--- config.mk ---
export PLATFORM = sky130hd
export DESIGN_NAME = modbus_request_validator_unit
export DESIGN_NICKNAME = d
export VERILOG_FILES = /design/src/rtl/core/mrv_pkg.sv /design/src/rtl/core/modbus_request_validator_unit.sv
export SDC_FILE = /design/constraint.sdc
export NUM_CORES = 1
export LEC_CHECK = 0
export BUFFER_PORTS_ARGS = -buffer_cell sky130_fd_sc_hd__buf_2
export CORE_MARGIN = 8
export CORE_UTILIZATION = 49
export CTS_CLUSTER_DIAMETER = 40
export CTS_CLUSTER_SIZE = 40
export DETAILED_ROUTE_END_ITERATION = 12
export PLACE_DENSITY_LB_ADDON = 0.3
export SLEW_MARGIN = 20
export SYNTH_ARGS = -nofsm -noshare
export SYNTH_HDL_FRONTEND = slang
export SYNTH_SLANG_ARGS = --single-unit
--- constraint.sdc ---
create_clock -name clk -period 2.2 [get_ports clk]
set_clock_uncertainty 0.1 [all_clocks]
set_input_delay 0.33 -clock clk [delete_from_list [all_inputs] [get_ports clk]]
set_output_delay 0.33 -clock clk [all_outputs]
set_load 0.005 [all_outputs]
--- src/rtl/core/mrv_pkg.sv ---
package mrv_pkg;

	// Status codes returned for one request item.
	localparam logic [2:0] ST_OK     = 3'd0;
	localparam logic [2:0] ST_SERVER = 3'd1;
	localparam logic [2:0] ST_FUNC   = 3'd2;
	localparam logic [2:0] ST_COUNT  = 3'd3;
	localparam logic [2:0] ST_LIMIT  = 3'd4;
	localparam logic [2:0] ST_DATA   = 3'd5;

	// Request shapes.
	localparam logic [2:0] SHAPE_NONE  = 3'd0;
	localparam logic [2:0] SHAPE_ONE   = 3'd1;
	localparam logic [2:0] SHAPE_TWO   = 3'd2;
	localparam logic [2:0] SHAPE_THREE = 3'd3;
	localparam logic [2:0] SHAPE_WORDS = 3'd4;
	localparam logic [2:0] SHAPE_BYTES = 3'd5;
	localparam logic [2:0] SHAPE_RAW   = 3'd6;
	localparam logic [2:0] SHAPE_SPARE = 3'd7;

	// Server identifier and function code limits.
	localparam logic [7:0] SERVER_ID_MAX = 8'd247;
	localparam logic [7:0] FC_MAX        = 8'd127;

	// Function codes that are rejected outright.
	localparam logic [7:0] FC_NONE    = 8'h00;
	localparam logic [7:0] FC_RSVD_09 = 8'h09;
	localparam logic [7:0] FC_RSVD_0A = 8'h0a;
	localparam logic [7:0] FC_RSVD_0D = 8'h0d;
	localparam logic [7:0] FC_RSVD_0E = 8'h0e;
	localparam logic [7:0] FC_RSVD_12 = 8'h12;
	localparam logic [7:0] FC_RSVD_13 = 8'h13;

	// Function codes with special handling.
	localparam logic [7:0] FC_READ_COILS      = 8'h01;
	localparam logic [7:0] FC_READ_DISCRETE   = 8'h02;
	localparam logic [7:0] FC_READ_HOLDING    = 8'h03;
	localparam logic [7:0] FC_READ_INPUT      = 8'h04;
	localparam logic [7:0] FC_WRITE_COIL      = 8'h05;
	localparam logic [7:0] FC_WRITE_REGISTER  = 8'h06;
	localparam logic [7:0] FC_READ_EXCEPTION  = 8'h07;
	localparam logic [7:0] FC_DIAGNOSTICS     = 8'h08;
	localparam logic [7:0] FC_COMM_COUNTER    = 8'h0b;
	localparam logic [7:0] FC_COMM_LOG        = 8'h0c;
	localparam logic [7:0] FC_WRITE_COILS     = 8'h0f;
	localparam logic [7:0] FC_WRITE_REGISTERS = 8'h10;
	localparam logic [7:0] FC_REPORT_SERVER   = 8'h11;
	localparam logic [7:0] FC_FILE_READ       = 8'h14;
	localparam logic [7:0] FC_MASK_WRITE      = 8'h16;
	localparam logic [7:0] FC_READ_FIFO       = 8'h18;
	localparam logic [7:0] FC_ENCAP           = 8'h2b;

	// Quantity limits.
	localparam logic [15:0] QTY_BITS_MAX      = 16'h07d0;
	localparam logic [15:0] QTY_REGS_MAX      = 16'h007d;
	localparam logic [15:0] COIL_ON           = 16'hff00;
	localparam logic [15:0] QTY_WRITE_REG_MAX = 16'h007b;
	localparam logic [15:0] QTY_WRITE_BIT_MAX = 16'h07b0;

endpackage

--- src/rtl/core/modbus_request_validator_unit.sv ---
// Modbus request parameter check, one status item per request item.
// Each request item passes through the input register, then the result
// register, which holds its status item for the output; a stall on the
// output can hold the status item back.
// Throughput: one request item per cycle when the output is not stalled.
// Reset (arst_n low, asynchronous) empties both pipeline stages at once.
module modbus_request_validator_unit
	import mrv_pkg::*;
(
	input  logic        clk,
	input  logic        arst_n,
	input  logic        in_valid,
	output logic        in_stall,
	input  logic [2:0]  func,
	input  logic [7:0]  server_id,
	input  logic [7:0]  function_code,
	input  logic [15:0] quantity,
	input  logic [7:0]  byte_count,
	output logic        out_valid,
	input  logic        out_stall,
	output logic [2:0]  status
);

	// Stage one holds the request item as it arrived.
	logic        valid_s1;
	logic [2:0]  func_s1;
	logic [7:0]  server_id_s1;
	logic [7:0]  function_code_s1;
	logic [15:0] quantity_s1;
	logic [7:0]  byte_count_s1;

	// Stage two holds the finished status item.
	logic        valid_s2;
	logic [2:0]  status_s2;

	logic        load_s2;
	logic        load_s1;
	logic [2:0]  status_next;

	// The result register takes a new item whenever it is empty or drained
	// in this cycle; stage one moves on whenever the result register takes it.
	// So the input only stalls when both stages are full and the output stalls.
	assign load_s2  = !valid_s2 || !out_stall;
	assign in_stall = valid_s1 && !load_s2;
	assign load_s1  = !in_stall;

	always_ff @(posedge clk or negedge arst_n) begin
		if (!arst_n) begin
			valid_s1 <= 1'b0;
		end else if (load_s1) begin
			valid_s1 <= in_valid;
		end
	end

	always_ff @(posedge clk) begin
		if (load_s1 && in_valid) begin
			func_s1          <= func;
			server_id_s1     <= server_id;
			function_code_s1 <= function_code;
			quantity_s1      <= quantity;
			byte_count_s1    <= byte_count;
		end
	end

	// Decode of the function code: the illegal codes, the codes whose
	// parameter count is known, and the codes each shape carries.
	logic fc_illegal;
	logic fc_known;
	logic shape_ok;
	logic qty_zero;
	logic [11:0] qty_round;
	logic [8:0]  bytes_for_bits;
	logic [7:0]  bytes_for_regs;

	always_comb begin
		fc_illegal = (function_code_s1 == FC_NONE) || (function_code_s1 == FC_RSVD_09) ||
			(function_code_s1 == FC_RSVD_0A) || (function_code_s1 == FC_RSVD_0D) ||
			(function_code_s1 == FC_RSVD_0E) || (function_code_s1 == FC_RSVD_12) ||
			(function_code_s1 == FC_RSVD_13) || (function_code_s1 > FC_MAX);

		fc_known = ((function_code_s1 >= FC_READ_COILS) &&
				(function_code_s1 <= FC_DIAGNOSTICS)) ||
			((function_code_s1 >= FC_FILE_READ) && (function_code_s1 <= FC_READ_FIFO)) ||
			(function_code_s1 == FC_COMM_COUNTER) || (function_code_s1 == FC_COMM_LOG) ||
			(function_code_s1 == FC_WRITE_COILS) || (function_code_s1 == FC_WRITE_REGISTERS) ||
			(function_code_s1 == FC_REPORT_SERVER) || (function_code_s1 == FC_ENCAP);

		case (func_s1)
			SHAPE_NONE: begin
				shape_ok = (function_code_s1 == FC_READ_EXCEPTION) ||
					(function_code_s1 == FC_COMM_COUNTER) ||
					(function_code_s1 == FC_COMM_LOG) ||
					(function_code_s1 == FC_REPORT_SERVER);
			end
			SHAPE_ONE:   shape_ok = (function_code_s1 == FC_READ_FIFO);
			SHAPE_TWO: begin
				shape_ok = (function_code_s1 >= FC_READ_COILS) &&
					(function_code_s1 <= FC_WRITE_REGISTER);
			end
			SHAPE_THREE: shape_ok = (function_code_s1 == FC_MASK_WRITE);
			SHAPE_WORDS: shape_ok = (function_code_s1 == FC_WRITE_REGISTERS);
			SHAPE_BYTES: shape_ok = (function_code_s1 == FC_WRITE_COILS);
			default:     shape_ok = 1'b1;
		endcase

		qty_zero = (quantity_s1 == 16'd0);
		// Byte counts are only compared once the quantity passed its limit,
		// so the low quantity bits are enough to form them.
		bytes_for_regs = {quantity_s1[6:0], 1'b0};
		qty_round      = {1'b0, quantity_s1[10:0]} + 12'd7;
		bytes_for_bits = qty_round[11:3];
	end

	// Priority: server, function, parameter count, then the shape limits.
	always_comb begin
		status_next = ST_OK;
		if ((server_id_s1 == 8'd0) || (server_id_s1 > SERVER_ID_MAX)) begin
			status_next = ST_SERVER;
		end else if (fc_illegal) begin
			status_next = ST_FUNC;
		end else if (func_s1 > SHAPE_BYTES) begin
			status_next = ST_OK;
		end else if (!fc_known) begin
			status_next = ST_OK;
		end else if (!shape_ok) begin
			status_next = ST_COUNT;
		end else if (func_s1 == SHAPE_TWO) begin
			if ((function_code_s1 == FC_READ_COILS) ||
					(function_code_s1 == FC_READ_DISCRETE)) begin
				if (qty_zero || (quantity_s1 > QTY_BITS_MAX)) status_next = ST_LIMIT;
			end else if ((function_code_s1 == FC_READ_HOLDING) ||
					(function_code_s1 == FC_READ_INPUT)) begin
				if (qty_zero || (quantity_s1 > QTY_REGS_MAX)) status_next = ST_LIMIT;
			end else if (function_code_s1 == FC_WRITE_COIL) begin
				if (!qty_zero && (quantity_s1 != COIL_ON)) status_next = ST_LIMIT;
			end
		end else if (func_s1 == SHAPE_WORDS) begin
			if (qty_zero || (quantity_s1 > QTY_WRITE_REG_MAX)) begin
				status_next = ST_LIMIT;
			end else if (byte_count_s1 != bytes_for_regs) begin
				status_next = ST_DATA;
			end
		end else if (func_s1 == SHAPE_BYTES) begin
			if (qty_zero || (quantity_s1 > QTY_WRITE_BIT_MAX)) begin
				status_next = ST_LIMIT;
			end else if ({1'b0, byte_count_s1} != bytes_for_bits) begin
				status_next = ST_DATA;
			end
		end
	end

	always_ff @(posedge clk or negedge arst_n) begin
		if (!arst_n) begin
			valid_s2 <= 1'b0;
		end else if (load_s2) begin
			valid_s2 <= valid_s1;
		end
	end

	always_ff @(posedge clk) begin
		if (load_s2 && valid_s1) begin
			status_s2 <= status_next;
		end
	end

	assign out_valid = valid_s2;
	assign status    = status_s2;

endmodule

==> Yosys cells after proc, flatten, opt, wreduce, memory -nomap -nowiden <==
Index checks and enable logic that the tools add are counted.
W data, S select, Z words.
{ "totals": {"regBits": 48, "inputBits": 47, "out_inout_bits": 5, "wordCells": 112} }
{ "op_classes": {"add_sub_neg": 1, "order_cmp": 12, "n_eq_ne": 28, "mux": 18, "bitwise_logic": 2, "n_reduce_logical": 42} }
{ "op_table": {"columns": ["operator", "n"], "rows": [
  ["$eq A8 B4 Y1 const B", 7],
  ["$eq A8 B5 Y1 const B", 6],
  ["$mux W3", 13],
  ["$gt A16 B11 Y1 const B", 2],
  ["$gt A16 B7 Y1 const B", 2],
  ["$logic_or A1 B1 Y1", 25],
  ["$eq A8 B3 Y1 const B", 3],
  ["$eq A8 B2 Y1 const B", 2],
  ["$logic_not A16 Y1", 1],
  ["$logic_not A8 Y1", 2],
  ["$ne A16 B16 Y1 const B", 1],
  ["$add A11 B3 Y12 const B", 1],
  ["$ne A8 B9 Y1", 1],
  ["$eq A8 B1 Y1 const B", 1],
  ["$eq A8 B6 Y1 const B", 1],
  ["$ge A8 B1 Y1 const B", 1],
  ["$ge A8 B5 Y1 const B", 1],
  ["$gt A8 B7 Y1 const B", 1],
  ["$gt A8 B8 Y1 const B", 1],
  ["$le A8 B3 Y1 const B", 1],
  ["$le A8 B4 Y1 const B", 1],
  ["$le A8 B5 Y1 const B", 1],
  ["$mux W2", 4],
  ["$ne A8 B8 Y1", 1],
  ["10 further kinds", 23]
]} }

==> Longest topological paths before layout <==
Gate-level depths: netlist of run 1.
{ "logic_depth": {"depth_word": 12, "ltp_mapped": 8, "ltp_nobuf": 7} }

==> Least setup slack after synthesis of run 1 <==
No wires, ideal clock.
{ "synth_path": {"kind": "reg-to-reg", "start": "register quantity_s1[0]", "end": "register status_s2[2], in the netlist status[2], data pin", "setup_time_ps": 167, "arrival_time_ps": 2124, "slack_ps": -192, "stages_incl_launch_ff": 8, "synth_period_minus_slack_ps": 2392, "path_cell_list": "edfxtp_1 or4_4 or4_4 o21ai_2 nor2_1 nor4b_2 a211oi_1 a211oi_1"} }
{ "synth_via": {"elab_chain_len": 8} }
{ "synth_rtl": {"columns": ["item", "line_no", "source"], "rows": [
  ["start: declaration", "modbus_request_validator_unit.sv:29", "logic [15:0] quantity_s1;"],
  ["start signal: assignment", "modbus_request_validator_unit.sv:60", "quantity_s1 <= quantity;"],
  ["parallel branches: the longest is 7 deep, another holds $add A11 B3 Y12", null, null],
  ["$mux W3 *", "modbus_request_validator_unit.sv:127", "end else if (func_s1 == SHAPE_TWO) begin"],
  ["end signal: assignment", "modbus_request_validator_unit.sv:162", "status_s2 <= status_next;"],
  ["end: declaration", "modbus_request_validator_unit.sv:34", "logic [2:0] status_s2;"]
]} }
Every way passes the cells marked *.
A chain may end at the register's enable or synchronous reset.

==> Worst setup path in the final report of run 1 <==
{ "layout_path": {"start": "register quantity_s1[3]", "end": "register status_s2[2], in the netlist status[2], data pin"} }
The elaborated chain is that of the path after synthesis.

==> summary.md, run 1 <==
• 0 — GR Overflow Total
• 2 — clock buffer depth
• 7480 sq um — Die Footprint
• 417 MHz — highest clock rate
• sky130_fd_sc_hd__edfxtp_1, sky130_fd_sc_hd__nand2_1, sky130_fd_sc_hd__nor2_1 — Post-synth top cells
• quantity_s1[3]$_DFFE_PP_ — Reg-to-Reg Start
• 4750 sq um — area of the core
• 0.09 ns — register clock-pin slew on the reported worst setup and hold paths
• 109% — Period Utilization, post-route
• 0 — post-route ant nets
• 46 — Post-synth EDFFs
• 58.8% — post-synthesis sequential area ratio
• 208 — gate count after technology mapping
• 0 — warnings from Yosys
• 0 — DRC violations left
• 56.7% — share of the synthesized area in the top cell type
• -0.285 ns — worst setup slack after placement
• sky130_fd_sc_hd__edfxtp_1 — most area-hungry cell type in the Yosys netlist
• 20.9% — basic-gate share of the synthesized area counting and, or, nand and nor cells
• status[2]$_SDFFCE_PP0P_ — critical register-to-register path endpoint
• simple AND/OR/NAND/NOR gates — combinational family with the most area after synthesis
• 8.96 mm — first-pass GRT wire length
• register to register — Worst Path Class, Setup
• 47 — count of cell types in the netlist
• sky130_fd_sc_hd__edfxtp_1, sky130_fd_sc_hd__xor2_1, sky130_fd_sc_hd__nor3_1, sky130_fd_sc_hd__nand2_1, sky130_fd_sc_hd__dfrtp_1 — synth top area cells
• 25.2% — fraction of power spent switching nets
• 27.0% — share of total power in the clock network
• 602 nW/um^2 — power density relative to cell area
• 0 — endpoints failing hold
• 48 — total of flip-flops plus latches after synthesis
• register — CP endpoint kind
• 5.41 — mean number of vias per cell
• 34 — largest net degree at the start of global routing
• register — kind of start point of the critical path
• 0.000537 V — worst supply voltage drop on vdd
• 255 — total nets after synthesis
• sky130_fd_sc_hd__clkbuf_8 — Root Driver
• 0.102 ns — Fin Hold WS
• 3 — Max Fanout on Critical Path
• -0.199 ns — final worst setup slack
• 0 — number of antenna diodes
• byte_count[7] — Hold Path Origin
• 1956 — vias in the first global route
• 0.494 mW — Sw Pwr
• 364 — non-filler instance count after layout
• quantity_s1[3]$_DFFE_PP_ — critical path launch point
• 0 — antenna violations before repair
• true — unrepaired setup endpoints after global routing
• 0.905 — final weighted congestion in routability-driven placement
• 1.22 nW — Static Leakage
• 86.5 um — vertical die dimension
• 1970 — number of vias in the routed layout
• 2 — Finish-stage setup viols
• 51.2% — Initial Util
• 5.03% — XOR/XNOR Fraction of Synth Area
• 48 — number of clock sinks
• 11.2% — synthesized-area fraction occupied by ao, oa, aoi and oai cells
• 86.5 um — width of the chip
• 0 — max-capacitance violation count
• 282 — drt first-iter violations
• 68.3% — Core Util, Final
• 2440 sq um — Netlist Area Pre-Place
• 5 — TritonCTS buffer count
• done — CTS tree
• 2.15 ns — critical path data required time
• 2.35 ns — critical path arrival
• 2.40 ns — post-layout minimum cycle time
• 1.46 mW — internal power contribution
• sky130_fd_sc_hd__edfxtp_1 — commonest register cell after synthesis
• 4.17% — fraction of registers with async set or reset after synthesis
• 43.4% — fraction of layout instances using a drive strength above 1
• 3250 sq um — final standard cell area without fillers
• 343 — NumNets Final
• byte_count_s1[7]$_DFFE_PP_ — Worst Hold End
• 1 — worst hold path cell count
• -0.20 ns — slack of the worst reg-to-reg path
• 52 — io pins
• 0.29 ns — insertion delay of the later-clocked pin in the worst-skew pair
• 51 — IO Port Bufs
• 33.2% — Synth-to-Final Area Change
• 4.05 mm — final HPWL from detailed placement
• 15.0 um — average wire per standard cell
• 2 — number of H-tree branching levels
• 25 — number of cell rows
• 11.7 sq um — average instance area after synthesis
• 57.1% — portion of total power attributed to sequential cells
• 0.522 ns — transition at the pin with the smallest max-transition slack
• 64.8% — max-slew headroom at the worst pin
• sky130_fd_sc_hd__edfxtp_1 — most frequently used cell type in the post-synthesis netlist
• 15.9% — part of the total power dissipated in combinational logic
• 2970 sq um — post-placement cell area
• 0 — number of pins with negative max-slew slack in the final report
• 14.9% — total routing resource utilization after global routing
• 6 — Worst R2R Path Depth
• 348 — placed instance count
• input port to register — Min-Delay Path Class
• negative setup slack — failing checks
• complete, but fails checks — status
• 5.45 mm — total detailed-routing wirelength
• 4 — number of search-and-repair iterations in the first detailed-routing pass
• 0% — synthesized-area fraction occupied by adder cells
• 0.822% — multiplexer share of the synthesized area
• 348 — Fill cells
## worst max path at each step
stage / slack [ns] / end
3_3_place_gp: -0.21 / status[2]$_SDFFCE_PP0P_
3_5_place_dp: -0.29 / status[2]$_SDFFCE_PP0P_
5_1_grt: -0.29 / status[2]$_SDFFCE_PP0P_
6_report: -0.20 / status[2]$_SDFFCE_PP0P_
4_1_cts: -0.20 / status[2]$_SDFFCE_PP0P_
2_1_floorplan: -0.17 / status[2]$_SDFFCE_PP0P_
## worst max-delay path: stages (launching register included)
cell	delay (ns)
sky130_fd_sc_hd__edfxtp_1	0.41
sky130_fd_sc_hd__or4_4	0.55
sky130_fd_sc_hd__or4_4	0.44
sky130_fd_sc_hd__nor3_1	0.21
sky130_fd_sc_hd__o32ai_1	0.10
sky130_fd_sc_hd__a211oi_1	0.28
sky130_fd_sc_hd__a211oi_2	0.05
## placed cells by master (no fill, tap or decap), drive strengths merged, types with 2 or more instances in the layout
master	n
a211oi	5
a21oi	8
a221oi	2
a22oi	2
a31o	2
a31oi	3
buf	91
clkbuf	5
dfrtp	2
edfxtp	46
inv	5
mux2i	2
nand2	15
nand2b	4
nand3	8
nand3b	2
nand4	4
nor2	13
nor3	12
nor3b	5
nor4	7
nor4b	2
o21ai	9
o22ai	2
o32ai	2
or2	2
or3	3
or3b	3
or4	4
xnor2	4
xor2	10
## through the flow
stage                     TNS (ns)  total power [mW]
after global placement      -0.236              1.40
after detailed placement    -0.316              1.40
after floorplan             -0.169              1.28
after CTS                   -0.201              1.94
after global routing        -0.422              2.04
final                       -0.208              1.95
## per-layer routing
metal / global-route usage [%] / routed length, um / vias to the layer above
met3: 4.35 / 392 / 4
li1: - / - / 983
met2: 23.6 / 2600 / 73
met1: 18.9 / 2420 / 910
met5: 0 / 0 / -
met4: 5.48 / 38 / 0
## power groups by stage
stage | Combinational [mW] | Sequential, mW | Clock [mW]
2_1_floorplan | 0.149 | 1.13 | 0
3_3_place_gp | 0.266 | 1.13 | 0
3_5_place_dp | 0.270 | 1.13 | 0
4_1_cts | 0.277 | 1.11 | 0.545
5_1_grt | 0.341 | 1.12 | 0.579
6_report | 0.311 | 1.12 | 0.529
## repair_timing
action,in CTS,in global routing
hold endpoints to repair,2,0
buffers inserted,1,8
pin swaps,1,17
resized for setup,3,24
setup endpoints to repair,3,3
hold buffers,1,0
## final cells by class
cell class | count | area, sq um | area share (%)
repair buffers | 92 | 586 | 18.0
clock buffers | 5 | 68.8 | 2.12
flip-flops and latches | 48 | 1430 | 44.1
well taps | 67 | 83.8 | 2.58
multi-input cells | 146 | 1040 | 32.2
inverters | 3 | 11.3 | 0.347
clock inverters | 3 | 21.3 | 0.655
## sequential cells by signal (all words and copies together), names as in the netlist
register	cells
byte_count_s1	8
func_s1	3
function_code_s1	8
out_valid	1
quantity_s1	16
server_id_s1	8
status	3
valid_s1	1
## cells by family after synthesis
| group | Yosys count |
|---|---|
| compound gates | 41 |
| simple gates | 89 |
| mux | 2 |
| flops | 48 |
| buf+inv | 14 |
| xor+xnor | 14 |
No activity file was read; power rests on OpenSTA's default activity.
==> inputs of run 2 (changes only) <==
REMOVE_ABC_BUFFERS = 1   (was not set)
==> summary.md, run 2 (synthesis gave the netlist of run 1 again) <==
• register to register — Worst Path Class, Setup
• done — CTS tree
• register — CP endpoint kind
• byte_count_s1[7]$_DFFE_PP_ — Worst Hold End
• 1.17 nW — Static Leakage
• 7480 sq um — Die Footprint
• 52 — io pins
• -0.278 ns — final worst setup slack
• 113% — Period Utilization, post-route
• 2 — number of H-tree branching levels
• sky130_fd_sc_hd__clkbuf_8 — Root Driver
• 40.0% — fraction of layout instances using a drive strength above 1
• 393 — Fill cells
• 25 — number of cell rows
• 64.2% — max-slew headroom at the worst pin
• 1 — Finish-stage setup viols
• 404 MHz — highest clock rate
• 0.532 ns — transition at the pin with the smallest max-transition slack
• 0.908 — final weighted congestion in routability-driven placement
• 8.77 mm — first-pass GRT wire length
• 1 — worst hold path cell count
• 66.4% — Core Util, Final
• 2.51 ns — critical path arrival
• 2.48 ns — post-layout minimum cycle time
• 3 — Max Fanout on Critical Path
• sky130_fd_sc_hd__buf_2, sky130_fd_sc_hd__edfxtp_1, sky130_fd_sc_hd__buf_4, sky130_fd_sc_hd__nand2_1, sky130_fd_sc_hd__nor2_1 — most used cells in the layout excluding fill and tap cells
• 0 — number of antenna diodes
• 86.5 um — width of the chip
• 0.09 ns — register clock-pin slew on the reported worst setup and hold paths
• 1430 sq um — sequential cell area
• 86.5 um — vertical die dimension
• 0 — antenna violations before repair
• 5 — TritonCTS buffer count
• status[2]$_SDFFCE_PP0P_ — critical register-to-register path endpoint
• 1926 — number of vias in the routed layout
• -0.28 ns — slack of the worst reg-to-reg path
• 16 — Largest register FFs
• 0 — DRC violations left
• 4.07 mm — final HPWL from detailed placement
• 15.2 um — average wire per standard cell
• 44 — largest net degree at the start of global routing
• 0 — endpoints failing hold
• 0 — post-route ant nets
• 14.9% — total routing resource utilization after global routing
• sky130_fd_sc_hd__buf_2 — most frequent standard cell in the layout excluding fill and tap cells
• input port to register — Min-Delay Path Class
• negative setup slack — failing checks
• byte_count[7] — Hold Path Origin
• true — unrepaired setup endpoints after global routing
• 1.92 mW — Total Power
• 1977 — vias in the first global route
• 0.30 ns — insertion delay of the later-clocked pin in the worst-skew pair
• 4 — number of search-and-repair iterations in the first detailed-routing pass
• 51.2% — Initial Util
• 48 — number of clock sinks
• complete, but fails checks — status
• 51 — IO Port Bufs
• -0.278 ns — Sum Neg Setup Slack
• 0 — GR Overflow Total
• quantity_s1[0]$_DFFE_PP_ — Reg-to-Reg Start
• register — kind of start point of the critical path
• 607 nW/um^2 — power density relative to cell area
• quantity_s1 — most flop-heavy register
• 0 — number of pins with negative max-slew slack in the final report
• 1010 sq um — area of combinational cells with multiple inputs
• 29.5% — Synth-to-Final Area Change
• 5.39 — mean number of vias per cell
• 2.23 ns — critical path data required time
• 4750 sq um — area of the core
• 2 — clock buffer depth
• 336 — NumNets Final
• 5.43 mm — total detailed-routing wirelength
• 0.000532 V — worst supply voltage drop on vdd
• 7 — Worst R2R Path Depth
• 0 — max-capacitance violation count
• 90 — drt first-iter violations
==> run 2: power by group <==
part / switching (mW) / total, mW / internal (mW)
Sequential: 0.0461 / 1.12 / 1.07
Clock: 0.286 / 0.509 / 0.223
Combinational: 0.142 / 0.288 / 0.146
Total: 0.474 / 1.92 / 1.44
==> run 2: metrics by stage <==
stage / hold WS (ns) / worst slack [ns] / cell area (sq um) / cells
final: 0.0938 / -0.278 / 3160 / 357
after global routing: 0.0781 / -0.414 / 3160 / 357
after CTS: 0.0884 / -0.261 / 3060 / 354
after detailed placement: 0.0165 / -0.301 / 2930 / 343
after global placement: 0.0169 / -0.165 / 2930 / 343
after floorplan: -0.0656 / -0.192 / 2370 / 197
==> run 2: layout make-up <==
cell class	instances	share of cell area (%)
sequential	48	45.4
multi-input combinational	146	32.2
timing repair buffer	85	16.8
tap	67	2.66
clock buffer	6	2.30
clock inverter	2	0.397
inverter	3	0.357
==> run 2: how the worst max path moves through the flow <==
stage / depth (start not counted) / slack [ns] / from / end
floorplan: 7 / -0.19 / quantity_s1[0]$_DFFE_PP_ / status[2]$_SDFFCE_PP0P_
global placement: 7 / -0.17 / quantity_s1[0]$_DFFE_PP_ / status[2]$_SDFFCE_PP0P_
detailed placement: 7 / -0.30 / quantity_s1[0]$_DFFE_PP_ / status[2]$_SDFFCE_PP0P_
CTS: 7 / -0.26 / quantity_s1[0]$_DFFE_PP_ / status[2]$_SDFFCE_PP0P_
global route: 7 / -0.41 / quantity_s1[0]$_DFFE_PP_ / status[2]$_SDFFCE_PP0P_
finish: 7 / -0.28 / quantity_s1[0]$_DFFE_PP_ / status[2]$_SDFFCE_PP0P_
==> run 2: worst max-delay path: stages, from the launching register on <==
cell	delay, ns
sky130_fd_sc_hd__edfxtp_1	0.41
sky130_fd_sc_hd__or4_4	0.55
sky130_fd_sc_hd__or4_4	0.47
sky130_fd_sc_hd__o21ai_4	0.16
sky130_fd_sc_hd__nor2_1	0.07
sky130_fd_sc_hd__nor4b_2	0.26
sky130_fd_sc_hd__a211oi_1	0.08
sky130_fd_sc_hd__a211oi_1	0.20
==> run 2: repair_timing <==
item                                    CTS  global route
gates resized for setup                   3            17
hold buffers                              1             0
hold endpoints to repair                  2             0
pin swaps                                 3             5
buffers inserted                          2             3
endpoints found under the setup margin    3             3
==> run 2: metal layers <==
| layer | GRT usage, % | vias up | share of wire, % | routed length (um) |
|---|---|---|---|---|
| li1 | - | 967 | - | - |
| met1 | 17.5 | 902 | 45 | 2440 |
| met2 | 24.2 | 48 | 48 | 2630 |
| met3 | 4.25 | 9 | 4.7 | 255 |
| met4 | 7.36 | 0 | 1.8 | 97 |
| met5 | 0 | - | 0 | 0 |
